<file path="src/hdl/lls_pkg.sv">
package lls_pkg;

	localparam int unsigned CFG_W  = 18;
	localparam int unsigned MS_W   = 10;
	localparam int unsigned HDR_W  = 56;
	localparam int unsigned CIDX_W = 2;

	localparam logic [CFG_W-1:0] RETRY_PERIOD_RST   = 18'd10000;
	localparam logic [CFG_W-1:0] TIMEOUT_PERIOD_RST = 18'd60000;

	localparam logic [CIDX_W-1:0] CFG_RETRY_PERIOD   = 2'd0;
	localparam logic [CIDX_W-1:0] CFG_TIMEOUT_PERIOD = 2'd1;
	localparam logic [CIDX_W-1:0] CFG_OPTIONS        = 2'd2;
	localparam logic [CIDX_W-1:0] CFG_DATA_EN        = 2'd3;

	localparam logic [31:0] TAG_DMRD    = 32'h444D5244;
	localparam logic [47:0] TAG_MSTNAK  = 48'h4D53544E414B;
	localparam logic [47:0] TAG_RPTACK  = 48'h52505441434B;
	localparam logic [39:0] TAG_MSTCL   = 40'h4D5354434C;
	localparam logic [55:0] TAG_MSTPONG = 56'h4D5354504F4E47;
	localparam logic [55:0] TAG_RPTSBKN = 56'h52505453424B4E;

	typedef enum logic [2:0] {
		PH_CONNECT = 3'd0,
		PH_LOGIN   = 3'd1,
		PH_AUTH    = 3'd2,
		PH_CONFIG  = 3'd3,
		PH_OPTIONS = 3'd4,
		PH_RUNNING = 3'd5
	} phase_t;

	typedef enum logic [2:0] {
		SEND_NONE    = 3'd0,
		SEND_LOGIN   = 3'd1,
		SEND_AUTH    = 3'd2,
		SEND_CONFIG  = 3'd3,
		SEND_OPTIONS = 3'd4,
		SEND_PING    = 3'd5
	} send_t;

	typedef enum logic [2:0] {
		KIND_DATA    = 3'd0,
		KIND_NAK     = 3'd1,
		KIND_ACK     = 3'd2,
		KIND_CLOSE   = 3'd3,
		KIND_PONG    = 3'd4,
		KIND_BEACON  = 3'd5,
		KIND_UNKNOWN = 3'd6
	} pkt_kind_t;

	typedef struct packed {
		logic [MS_W-1:0]  elapsed_ms;
		logic             packet_valid;
		logic             from_master;
		logic [HDR_W-1:0] header_bytes;
		logic             socket_failed;
		logic             open_ok;
	} item_t;

	typedef struct packed {
		logic [CFG_W-1:0] retry_period_ms;
		logic [CFG_W-1:0] timeout_period_ms;
		logic             options_present;
		logic             data_enabled;
	} cfg_t;

	typedef struct packed {
		phase_t link_state;
		send_t  reply_send;
		send_t  timer_send;
		logic   accept_data;
		logic   beacon_request;
		logic   reconnect;
		logic   unknown_packet;
	} result_t;

	function automatic send_t retry_packet(input phase_t ph);
		send_t s;
		case (ph)
			PH_LOGIN:   s = SEND_LOGIN;
			PH_AUTH:    s = SEND_AUTH;
			PH_CONFIG:  s = SEND_CONFIG;
			PH_OPTIONS: s = SEND_OPTIONS;
			PH_RUNNING: s = SEND_PING;
			default:    s = SEND_NONE;
		endcase
		return s;
	endfunction

endpackage

</file>
<file path="src/hdl/lls_tag_decode.sv">
module lls_tag_decode (
	input  logic [lls_pkg::HDR_W-1:0] header_bytes,
	output lls_pkg::pkt_kind_t        kind
);

	always_comb begin
		if (header_bytes[55:24] == lls_pkg::TAG_DMRD) begin
			kind = lls_pkg::KIND_DATA;
		end else if (header_bytes[55:8] == lls_pkg::TAG_MSTNAK) begin
			kind = lls_pkg::KIND_NAK;
		end else if (header_bytes[55:8] == lls_pkg::TAG_RPTACK) begin
			kind = lls_pkg::KIND_ACK;
		end else if (header_bytes[55:16] == lls_pkg::TAG_MSTCL) begin
			kind = lls_pkg::KIND_CLOSE;
		end else if (header_bytes == lls_pkg::TAG_MSTPONG) begin
			kind = lls_pkg::KIND_PONG;
		end else if (header_bytes == lls_pkg::TAG_RPTSBKN) begin
			kind = lls_pkg::KIND_BEACON;
		end else begin
			kind = lls_pkg::KIND_UNKNOWN;
		end
	end

endmodule

</file>
<file path="src/hdl/lls_timer_step.sv">
module lls_timer_step #(
	parameter int unsigned TIMER_BITS = 18
) (
	input  logic                       running,
	input  logic [TIMER_BITS-1:0]      count,
	input  logic [lls_pkg::CFG_W-1:0]  period,
	input  logic [lls_pkg::MS_W-1:0]   elapsed_ms,
	output logic [TIMER_BITS-1:0]      count_next,
	output logic                       expired
);

	localparam int unsigned CMP_W = (TIMER_BITS > lls_pkg::CFG_W) ? TIMER_BITS : lls_pkg::CFG_W;

	logic [TIMER_BITS:0] sum;

	assign sum = {1'b0, count} + (TIMER_BITS+1)'(elapsed_ms);

	always_comb begin
		if (!running) begin
			count_next = count;
		end else if (sum[TIMER_BITS]) begin
			count_next = '1;
		end else begin
			count_next = sum[TIMER_BITS-1:0];
		end
	end

	assign expired = running && (period != '0) &&
		(CMP_W'(count_next) >= CMP_W'(period));

endmodule

</file>
<file path="src/hdl/lls_step.sv">
module lls_step #(
	parameter int unsigned TIMER_BITS = 18
) (
	input  lls_pkg::item_t          item,
	input  lls_pkg::cfg_t           cfg,
	input  lls_pkg::phase_t         phase,
	input  logic                    retry_run,
	input  logic [TIMER_BITS-1:0]   retry_cnt,
	input  logic                    timeout_run,
	input  logic [TIMER_BITS-1:0]   timeout_cnt,
	output lls_pkg::phase_t         phase_nxt,
	output logic                    retry_run_nxt,
	output logic [TIMER_BITS-1:0]   retry_cnt_nxt,
	output logic                    timeout_run_nxt,
	output logic [TIMER_BITS-1:0]   timeout_cnt_nxt,
	output lls_pkg::result_t        res
);

	lls_pkg::pkt_kind_t    kind;
	lls_pkg::phase_t       ph_a;
	logic                  rr_a;
	logic                  tr_a;
	logic [TIMER_BITS-1:0] rc_a;
	logic [TIMER_BITS-1:0] tc_a;
	logic                  stop_a;
	logic                  recon_a;
	logic                  acc_a;
	logic                  bcn_a;
	logic                  unk_a;
	lls_pkg::send_t        reply_a;
	logic [TIMER_BITS-1:0] rc_clk;
	logic [TIMER_BITS-1:0] tc_clk;
	logic                  r_exp;
	logic                  t_exp;

	lls_tag_decode u_tag (
		.header_bytes (item.header_bytes),
		.kind         (kind)
	);

	// packet stage
	always_comb begin
		ph_a    = phase;
		rr_a    = retry_run;
		rc_a    = retry_cnt;
		tr_a    = timeout_run;
		tc_a    = timeout_cnt;
		stop_a  = 1'b0;
		recon_a = 1'b0;
		acc_a   = 1'b0;
		bcn_a   = 1'b0;
		unk_a   = 1'b0;
		reply_a = lls_pkg::SEND_NONE;
		if (phase != lls_pkg::PH_CONNECT) begin
			if (item.socket_failed) begin
				stop_a = 1'b1;
			end else if (item.packet_valid && item.from_master) begin
				case (kind)
					lls_pkg::KIND_DATA: begin
						acc_a = cfg.data_enabled;
					end
					lls_pkg::KIND_NAK: begin
						if (phase == lls_pkg::PH_RUNNING) begin
							ph_a = lls_pkg::PH_LOGIN;
							rr_a = 1'b1;
							rc_a = '0;
							tr_a = 1'b1;
							tc_a = '0;
						end else begin
							stop_a = 1'b1;
						end
					end
					lls_pkg::KIND_ACK: begin
						case (phase)
							lls_pkg::PH_LOGIN: begin
								reply_a = lls_pkg::SEND_AUTH;
								ph_a    = lls_pkg::PH_AUTH;
							end
							lls_pkg::PH_AUTH: begin
								reply_a = lls_pkg::SEND_CONFIG;
								ph_a    = lls_pkg::PH_CONFIG;
							end
							lls_pkg::PH_CONFIG: begin
								if (cfg.options_present) begin
									reply_a = lls_pkg::SEND_OPTIONS;
									ph_a    = lls_pkg::PH_OPTIONS;
								end else begin
									ph_a = lls_pkg::PH_RUNNING;
								end
							end
							lls_pkg::PH_OPTIONS: begin
								ph_a = lls_pkg::PH_RUNNING;
							end
							default: begin
							end
						endcase
						if (phase != lls_pkg::PH_RUNNING) begin
							rr_a = 1'b1;
							rc_a = '0;
							tr_a = 1'b1;
							tc_a = '0;
						end
					end
					lls_pkg::KIND_CLOSE: begin
						ph_a    = lls_pkg::PH_CONNECT;
						rr_a    = 1'b1;
						rc_a    = '0;
						tr_a    = 1'b0;
						tc_a    = '0;
						recon_a = 1'b1;
					end
					lls_pkg::KIND_PONG: begin
						tr_a = 1'b1;
						tc_a = '0;
					end
					lls_pkg::KIND_BEACON: begin
						bcn_a = 1'b1;
					end
					default: begin
						unk_a = 1'b1;
					end
				endcase
			end
		end
	end

	lls_timer_step #(.TIMER_BITS(TIMER_BITS)) u_retry (
		.running    (rr_a),
		.count      (rc_a),
		.period     (cfg.retry_period_ms),
		.elapsed_ms (item.elapsed_ms),
		.count_next (rc_clk),
		.expired    (r_exp)
	);

	lls_timer_step #(.TIMER_BITS(TIMER_BITS)) u_timeout (
		.running    (tr_a),
		.count      (tc_a),
		.period     (cfg.timeout_period_ms),
		.elapsed_ms (item.elapsed_ms),
		.count_next (tc_clk),
		.expired    (t_exp)
	);

	// timer stage and result
	always_comb begin
		phase_nxt       = ph_a;
		retry_run_nxt   = rr_a;
		retry_cnt_nxt   = rc_clk;
		timeout_run_nxt = tr_a;
		timeout_cnt_nxt = tc_a;
		res             = '0;
		res.reply_send  = reply_a;
		res.timer_send  = lls_pkg::SEND_NONE;
		res.accept_data = acc_a;
		res.beacon_request = bcn_a;
		res.unknown_packet = unk_a;
		res.reconnect   = recon_a;
		if (phase == lls_pkg::PH_CONNECT) begin
			if (r_exp) begin
				if (item.open_ok) begin
					res.timer_send  = lls_pkg::SEND_LOGIN;
					phase_nxt       = lls_pkg::PH_LOGIN;
					timeout_run_nxt = 1'b1;
					timeout_cnt_nxt = '0;
				end
				retry_run_nxt = 1'b1;
				retry_cnt_nxt = '0;
			end
		end else if (stop_a) begin
			phase_nxt       = lls_pkg::PH_CONNECT;
			retry_run_nxt   = 1'b1;
			retry_cnt_nxt   = '0;
			timeout_run_nxt = 1'b0;
			timeout_cnt_nxt = '0;
			res.reconnect   = 1'b1;
		end else begin
			timeout_cnt_nxt = tc_clk;
			if (r_exp) begin
				res.timer_send = lls_pkg::retry_packet(ph_a);
				retry_run_nxt  = 1'b1;
				retry_cnt_nxt  = '0;
			end
			if (t_exp) begin
				phase_nxt       = lls_pkg::PH_CONNECT;
				retry_run_nxt   = 1'b1;
				retry_cnt_nxt   = '0;
				timeout_run_nxt = 1'b0;
				timeout_cnt_nxt = '0;
				res.reconnect   = 1'b1;
			end
		end
		res.link_state = phase_nxt;
	end

endmodule

</file>
<file path="src/hdl/link_login_sequencer_core.sv">
// Each transaction passes the input register, then the result register holding state
// update and outputs, before its result is on the outputs.
// Throughput: one transaction per cycle while out_ready holds; the result register frees as it is taken.
// Reset (arst_n low, asynchronous): connect phase, retry timer running at zero,
// timeout timer stopped, periods 10000/60000 ms, options and data disabled.
module link_login_sequencer_core #(
	parameter int unsigned TIMER_BITS = 18
) (
	input  logic                        clk,
	input  logic                        arst_n,
	input  logic                        cfg_we,
	input  logic [lls_pkg::CIDX_W-1:0]  cfg_index,
	input  logic [lls_pkg::CFG_W-1:0]   cfg_data,
	input  logic                        in_valid,
	output logic                        in_ready,
	input  logic [lls_pkg::MS_W-1:0]    elapsed_ms,
	input  logic                        packet_valid,
	input  logic                        from_master,
	input  logic [lls_pkg::HDR_W-1:0]   header_bytes,
	input  logic                        socket_failed,
	input  logic                        open_ok,
	output logic                        out_valid,
	input  logic                        out_ready,
	output logic [2:0]                  link_state,
	output logic [2:0]                  reply_send,
	output logic [2:0]                  timer_send,
	output logic                        accept_data,
	output logic                        beacon_request,
	output logic                        reconnect,
	output logic                        unknown_packet
);

	lls_pkg::cfg_t         cfg_q;
	lls_pkg::phase_t       phase_q;
	logic                  retry_run_q;
	logic [TIMER_BITS-1:0] retry_cnt_q;
	logic                  timeout_run_q;
	logic [TIMER_BITS-1:0] timeout_cnt_q;

	logic                  valid_s1;
	lls_pkg::item_t        item_s1;
	logic                  valid_s2;
	lls_pkg::result_t      res_s2;

	lls_pkg::item_t        item_in;
	logic                  advance;
	lls_pkg::phase_t       phase_nxt;
	logic                  retry_run_nxt;
	logic [TIMER_BITS-1:0] retry_cnt_nxt;
	logic                  timeout_run_nxt;
	logic [TIMER_BITS-1:0] timeout_cnt_nxt;
	lls_pkg::result_t      res_nxt;

	assign item_in.elapsed_ms    = elapsed_ms;
	assign item_in.packet_valid  = packet_valid;
	assign item_in.from_master   = from_master;
	assign item_in.header_bytes  = header_bytes;
	assign item_in.socket_failed = socket_failed;
	assign item_in.open_ok       = open_ok;

	assign advance  = valid_s1 && (!valid_s2 || out_ready);
	assign in_ready = !valid_s1 || advance;

	always_ff @(posedge clk or negedge arst_n) begin
		if (!arst_n) begin
			cfg_q.retry_period_ms   <= lls_pkg::RETRY_PERIOD_RST;
			cfg_q.timeout_period_ms <= lls_pkg::TIMEOUT_PERIOD_RST;
			cfg_q.options_present   <= 1'b0;
			cfg_q.data_enabled      <= 1'b0;
		end else if (cfg_we) begin
			case (cfg_index)
				lls_pkg::CFG_RETRY_PERIOD:   cfg_q.retry_period_ms   <= cfg_data;
				lls_pkg::CFG_TIMEOUT_PERIOD: cfg_q.timeout_period_ms <= cfg_data;
				lls_pkg::CFG_OPTIONS:        cfg_q.options_present   <= cfg_data[0];
				lls_pkg::CFG_DATA_EN:        cfg_q.data_enabled      <= cfg_data[0];
				default: begin
				end
			endcase
		end
	end

	always_ff @(posedge clk or negedge arst_n) begin
		if (!arst_n) begin
			valid_s1 <= 1'b0;
		end else if (in_ready) begin
			valid_s1 <= in_valid;
		end
	end

	always_ff @(posedge clk) begin
		if (in_ready && in_valid) begin
			item_s1 <= item_in;
		end
	end

	lls_step #(.TIMER_BITS(TIMER_BITS)) u_step (
		.item            (item_s1),
		.cfg             (cfg_q),
		.phase           (phase_q),
		.retry_run       (retry_run_q),
		.retry_cnt       (retry_cnt_q),
		.timeout_run     (timeout_run_q),
		.timeout_cnt     (timeout_cnt_q),
		.phase_nxt       (phase_nxt),
		.retry_run_nxt   (retry_run_nxt),
		.retry_cnt_nxt   (retry_cnt_nxt),
		.timeout_run_nxt (timeout_run_nxt),
		.timeout_cnt_nxt (timeout_cnt_nxt),
		.res             (res_nxt)
	);

	always_ff @(posedge clk or negedge arst_n) begin
		if (!arst_n) begin
			phase_q       <= lls_pkg::PH_CONNECT;
			retry_run_q   <= 1'b1;
			retry_cnt_q   <= '0;
			timeout_run_q <= 1'b0;
			timeout_cnt_q <= '0;
		end else if (advance) begin
			phase_q       <= phase_nxt;
			retry_run_q   <= retry_run_nxt;
			retry_cnt_q   <= retry_cnt_nxt;
			timeout_run_q <= timeout_run_nxt;
			timeout_cnt_q <= timeout_cnt_nxt;
		end
	end

	always_ff @(posedge clk or negedge arst_n) begin
		if (!arst_n) begin
			valid_s2 <= 1'b0;
		end else if (advance) begin
			valid_s2 <= 1'b1;
		end else if (out_ready) begin
			valid_s2 <= 1'b0;
		end
	end

	always_ff @(posedge clk) begin
		if (advance) begin
			res_s2 <= res_nxt;
		end
	end

	assign out_valid      = valid_s2;
	assign link_state     = res_s2.link_state;
	assign reply_send     = res_s2.reply_send;
	assign timer_send     = res_s2.timer_send;
	assign accept_data    = res_s2.accept_data;
	assign beacon_request = res_s2.beacon_request;
	assign reconnect      = res_s2.reconnect;
	assign unknown_packet = res_s2.unknown_packet;

	a_connect_no_timeout: assert property (@(posedge clk) disable iff (!arst_n)
		phase_q == lls_pkg::PH_CONNECT |-> !timeout_run_q)
		else $error("timeout timer running in connect phase");

	a_retry_always_on: assert property (@(posedge clk) disable iff (!arst_n)
		retry_run_q)
		else $error("retry timer stopped");

	a_reconnect_phase: assert property (@(posedge clk) disable iff (!arst_n)
		out_valid && reconnect |-> link_state == lls_pkg::PH_CONNECT)
		else $error("reconnect reported outside connect phase");

	a_data_gated: assert property (@(posedge clk) disable iff (!arst_n)
		out_valid && accept_data |-> cfg_q.data_enabled)
		else $error("data accepted while disabled");

	a_state_holds: assert property (@(posedge clk) disable iff (!arst_n)
		!advance |=> $stable(phase_q) && $stable(retry_cnt_q) && $stable(timeout_cnt_q))
		else $error("link state changed without a transaction");

endmodule

</file>
<file path="config.mk">
export PLATFORM = sky130hd
export DESIGN_NAME = link_login_sequencer_core
export DESIGN_NICKNAME = d
export VERILOG_FILES = /design/src/hdl/lls_pkg.sv /design/src/hdl/lls_tag_decode.sv /design/src/hdl/lls_timer_step.sv /design/src/hdl/lls_step.sv /design/src/hdl/link_login_sequencer_core.sv
export SDC_FILE = /design/constraint.sdc
export NUM_CORES = 1
export LEC_CHECK = 0
export ABC_AREA = 0
export BUFFER_PORTS_ARGS = -buffer_cell sky130_fd_sc_hd__clkbuf_2
export CAP_MARGIN = 0
export CORE_ASPECT_RATIO = 1.4
export CORE_MARGIN = 5
export CORE_UTILIZATION = 60
export CTS_CLUSTER_DIAMETER = 60
export DETAILED_ROUTE_END_ITERATION = 8
export PLACE_DENSITY = 0.79
export SLEW_MARGIN = 20
export SYNTH_ARGS = -nofsm -noshare
export SYNTH_HDL_FRONTEND = slang
export SYNTH_SLANG_ARGS = --single-unit
</file>
<file path="constraint.sdc">
create_clock -name clk -period 11.5 [get_ports clk]
set_input_delay 1.15 -clock clk [delete_from_list [all_inputs] [get_ports clk]]
set_output_delay 1.15 -clock clk [all_outputs]
set_load 0.01 [all_outputs]
</file>
==> flow_metrics.tcl <==
set metrics [dict create \
    fmax_mhz 127 \
    synth-edff-count 83 \
    grt_usage_pct 27.0 \
    final_nets 1167 \
    cpPeakStageDelay_ns 0.64 \
    cp.required_ns 11.87 \
    r2r_end "timeout_cnt_q[15]" \
    syn_area_sq_um 9590 \
    arrival_ns 8.27 \
    cellLeakagePower_nw 4.60 \
    path_delay_family "simple AND/OR/NAND/NOR gates" \
    avgViaCountPerCell 6.32 \
    worst_hold_path.num_cells 2 \
    hp-start "retry_cnt_q[8]" \
    worst_slew_pin_slew_ns 0.964 \
    min_period_over_period_pct 68.7 \
    area_delta_synth_final_pct 14.3 \
    setup_violations 0 \
    finalHoldViolations 0 \
    num_vias 7726 \
    drcViolationCount 0 \
    synthCells 905 \
    fin_ws_ns 3.60 \
    fp.dieArea_sq_um 18600 \
    critPathLaunchType "flop" \
    pre_cts_slack_ns 3.85 \
    layout_commonest_cell "clkbuf_2" \
    async_flop_share_pct 49.4 \
    period_minus_slack_ns 7.90 \
    boundaryPins 110 \
    relSlewSlack_pct 35.5 \
    path_buf_inv 0 \
    ys_seq_area_share_pct 47.3 \
    rrSetupSlack_ns 3.60 \
    grt_pass1_vias 7598 \
    tns_ns 0 \
    cts_resized 0 \
    grt_max_degree 78 \
    synth.distinct_cells 91 \
    syn_nets 1058 \
    cts_tree "done" \
    initial_core_util_pct 61.2 \
    cp-end-kind "flop" \
    clock_sinks 164 \
    post_cts_buffers 0 \
    finalWirelength_microns 24500 \
    path_clk_slew_ns 0.07 \
    critPathMaxFanout 12 \
    postCtsHoldBufs 0 \
    synth_area_leader_cell "edfxtp_1" \
    grt_busiest_layer "met2" \
    die_h_microns 160 \
    overflow 0 \
    clk_latency_ns 0.43 \
    slew_viol_final 0 \
    place.port_buffers 109 \
    rsz0062_at_grt "false" \
    fin_skew_ns 0.00891 \
    synthFlopType "edfxtp_1" \
    status "completed" \
    placed_area_sq_um 10300 \
    hold_path_end "retry_cnt_q[8]" \
    grt_pass1_wl_microns 39100 \
    rows 54 \
    grt_use_met2_pct 45.4 \
    antenna_found_initial 0 \
    yosysWarnings 0 \
    synth-seq-cells 164 \
    cts_max_level 4 \
    vdd.ir_drop.worst_uv 128 \
    finalInstanceArea_sq_um 11000 \
    drive_above_1_share_pct 20.7 \
    clock_path_buffers 2 \
    wl_per_cell_microns 20.1 \
    reg2reg_depth 25 \
    core_sq_um 15700 \
    drtPass1Iterations 6 \
    synth_top_area_share_pct 26.0 \
    r2r-start "item_s1[29]" \
    diodes 0 \
    cp_slowest_cell "a2111oi_0" \
    cts_buffers 17 \
    cap_violations 0 \
    die_w_microns 117 \
    p_per_area_nw_per_um2 204 \
    clock-root-buffer "clkbuf_16" \
    detail-route-antenna-nets 0 \
    use_met1_pct 33.1 \
    crit_type "reg2reg" \
    dr.first_iter.drc_count 735 \
    hold_path.class "reg2reg" \
    layout_common_cells "108 x clkbuf_2, 83 x edfxtp_1, 78 x nand2_1" \
    grt_use_met3_pct 4.26 \
    critical_path_depth 25 \
    synth_area_leaders "edfxtp_1 26%, dfrtp_1 18%, ha_1 7.3%" \
    syn_avg_cell_area_sq_um 10.6 \
    place.gp.congestion 0.935 \
    hpwl_microns 18500 \
]
synthesized netlist by cell type, drive strengths merged, types with 7 or more instances:
library cell   n
a211oi         7
a21o          12
a21oi         27
a22o          13
a311o          8
and2          15
and3          12
buf           11
clkbuf        14
dfrtp         68
dfstp         13
edfxtp        83
ha            56
inv           54
mux2          23
nand2         78
nand2b        11
nand3         27
nand4         19
nor2          57
nor2b         17
nor3          26
nor3b         13
nor4          20
nor4b         12
o211ai         7
o21a          19
o21ai         46
o22ai          7
o31ai          7
or3            7
xnor2         12
worst reg2reg max path, cell delays in order (launching register included):
cell       delay [ns]
edfxtp_1         0.47
nor4b_1          0.43
nand4_1          0.25
nor4_2           0.42
nor2_2           0.15
or2_2            0.41
and2_1           0.21
ha_1             0.20
fa_1             0.40
a21oi_1          0.21
o21ai_1          0.11
a2111oi_0        0.64
o31ai_1          0.33
o21a_1           0.27
and3_1           0.20
o22ai_1          0.19
nor2_1           0.07
ha_1             0.24
or4_1            0.55
a2111oi_2        0.33
o211ai_1         0.14
a31oi_1          0.17
nor2_1           0.16
a31oi_1          0.54
nand2b_1         0.51
a221o_1          0.24
metrics by stage:
step	total power (W)	hold WS, ns	utilization [%]	instances
after floorplan	0.00138	0.449	-	905
after global placement	0.00158	0.469	65.8	1191
after detailed placement	0.00160	0.476	65.8	1191
after CTS	0.00223	0.491	69.9	1223
after global routing	0.00237	0.505	70.0	1223
final	0.00224	0.492	70.0	1223
layout make-up:
class	count	area, sq um
fillers	1200	4710
inverters	55	206
clock inverters	14	213
flip-flops and latches	164	4540
well taps	196	245
repair buffers	115	597
clock buffers	18	429
multi-input cells	661	4740
how the worst max path moves through the flow:
| stage | startpoint | end | slack [ns] |
|---|---|---|---|
| after floorplan | item_s1[29] | retry_cnt_q[9] | 4.96 |
| after global placement | item_s1[29] | timeout_cnt_q[15] | 3.95 |
| after detailed placement | item_s1[29] | timeout_cnt_q[15] | 3.85 |
| after CTS | item_s1[29] | timeout_cnt_q[15] | 3.73 |
| after global routing | item_s1[33] | timeout_cnt_q[15] | 2.97 |
| final | item_s1[29] | timeout_cnt_q[15] | 3.60 |
cell families (layout without fill, tap and decap cells):
family / count (synthesis) / after routing / synth area share [%]
compound gates: 212 / 212 / 16.1
xor+xnor: 17 / 17 / 1.55
fa+ha+maj: 58 / 58 / 7.72
buf+inv: 80 / 202 / 3.38
flops: 164 / 164 / 47.3
mux: 24 / 24 / 2.80
simple gates: 350 / 350 / 21.2
routing by layer:
| layer | up-vias | share of wire, % |
|---|---|---|
| li1 | 3660 | - |
| met4 | 0 | 4.9 |
| met2 | 319 | 50 |
| met1 | 3667 | 39 |
| met5 | - | 0 |
| met3 | 80 | 5.9 |
registers in the layout, summed over array words and instances, names as in the netlist:
name and count:
out_valid 1, timeout_cnt_q 18, accept_data 1, retry_run_q 1, reconnect 1, retry_cnt_q 18, link_state 3, timeout_run_q 1
valid_s1 1, cfg_q 38, timer_send 3, item_s1 70, phase_q 3, unknown_packet 1, reply_send 3, beacon_request 1
power by group:
group | leakage [nW] | total [W] | switching, W | internal [W]
logic | 2.48 | 0.000821 | 0.000463 | 0.000359
clock network | 0.314 | 0.000631 | 0.000259 | 0.000372
registers | 1.80 | 0.000785 | 0.0000685 | 0.000717
total | 4.60 | 0.00224 | 0.000790 | 0.00145
(Power assumes the default switching activity.)
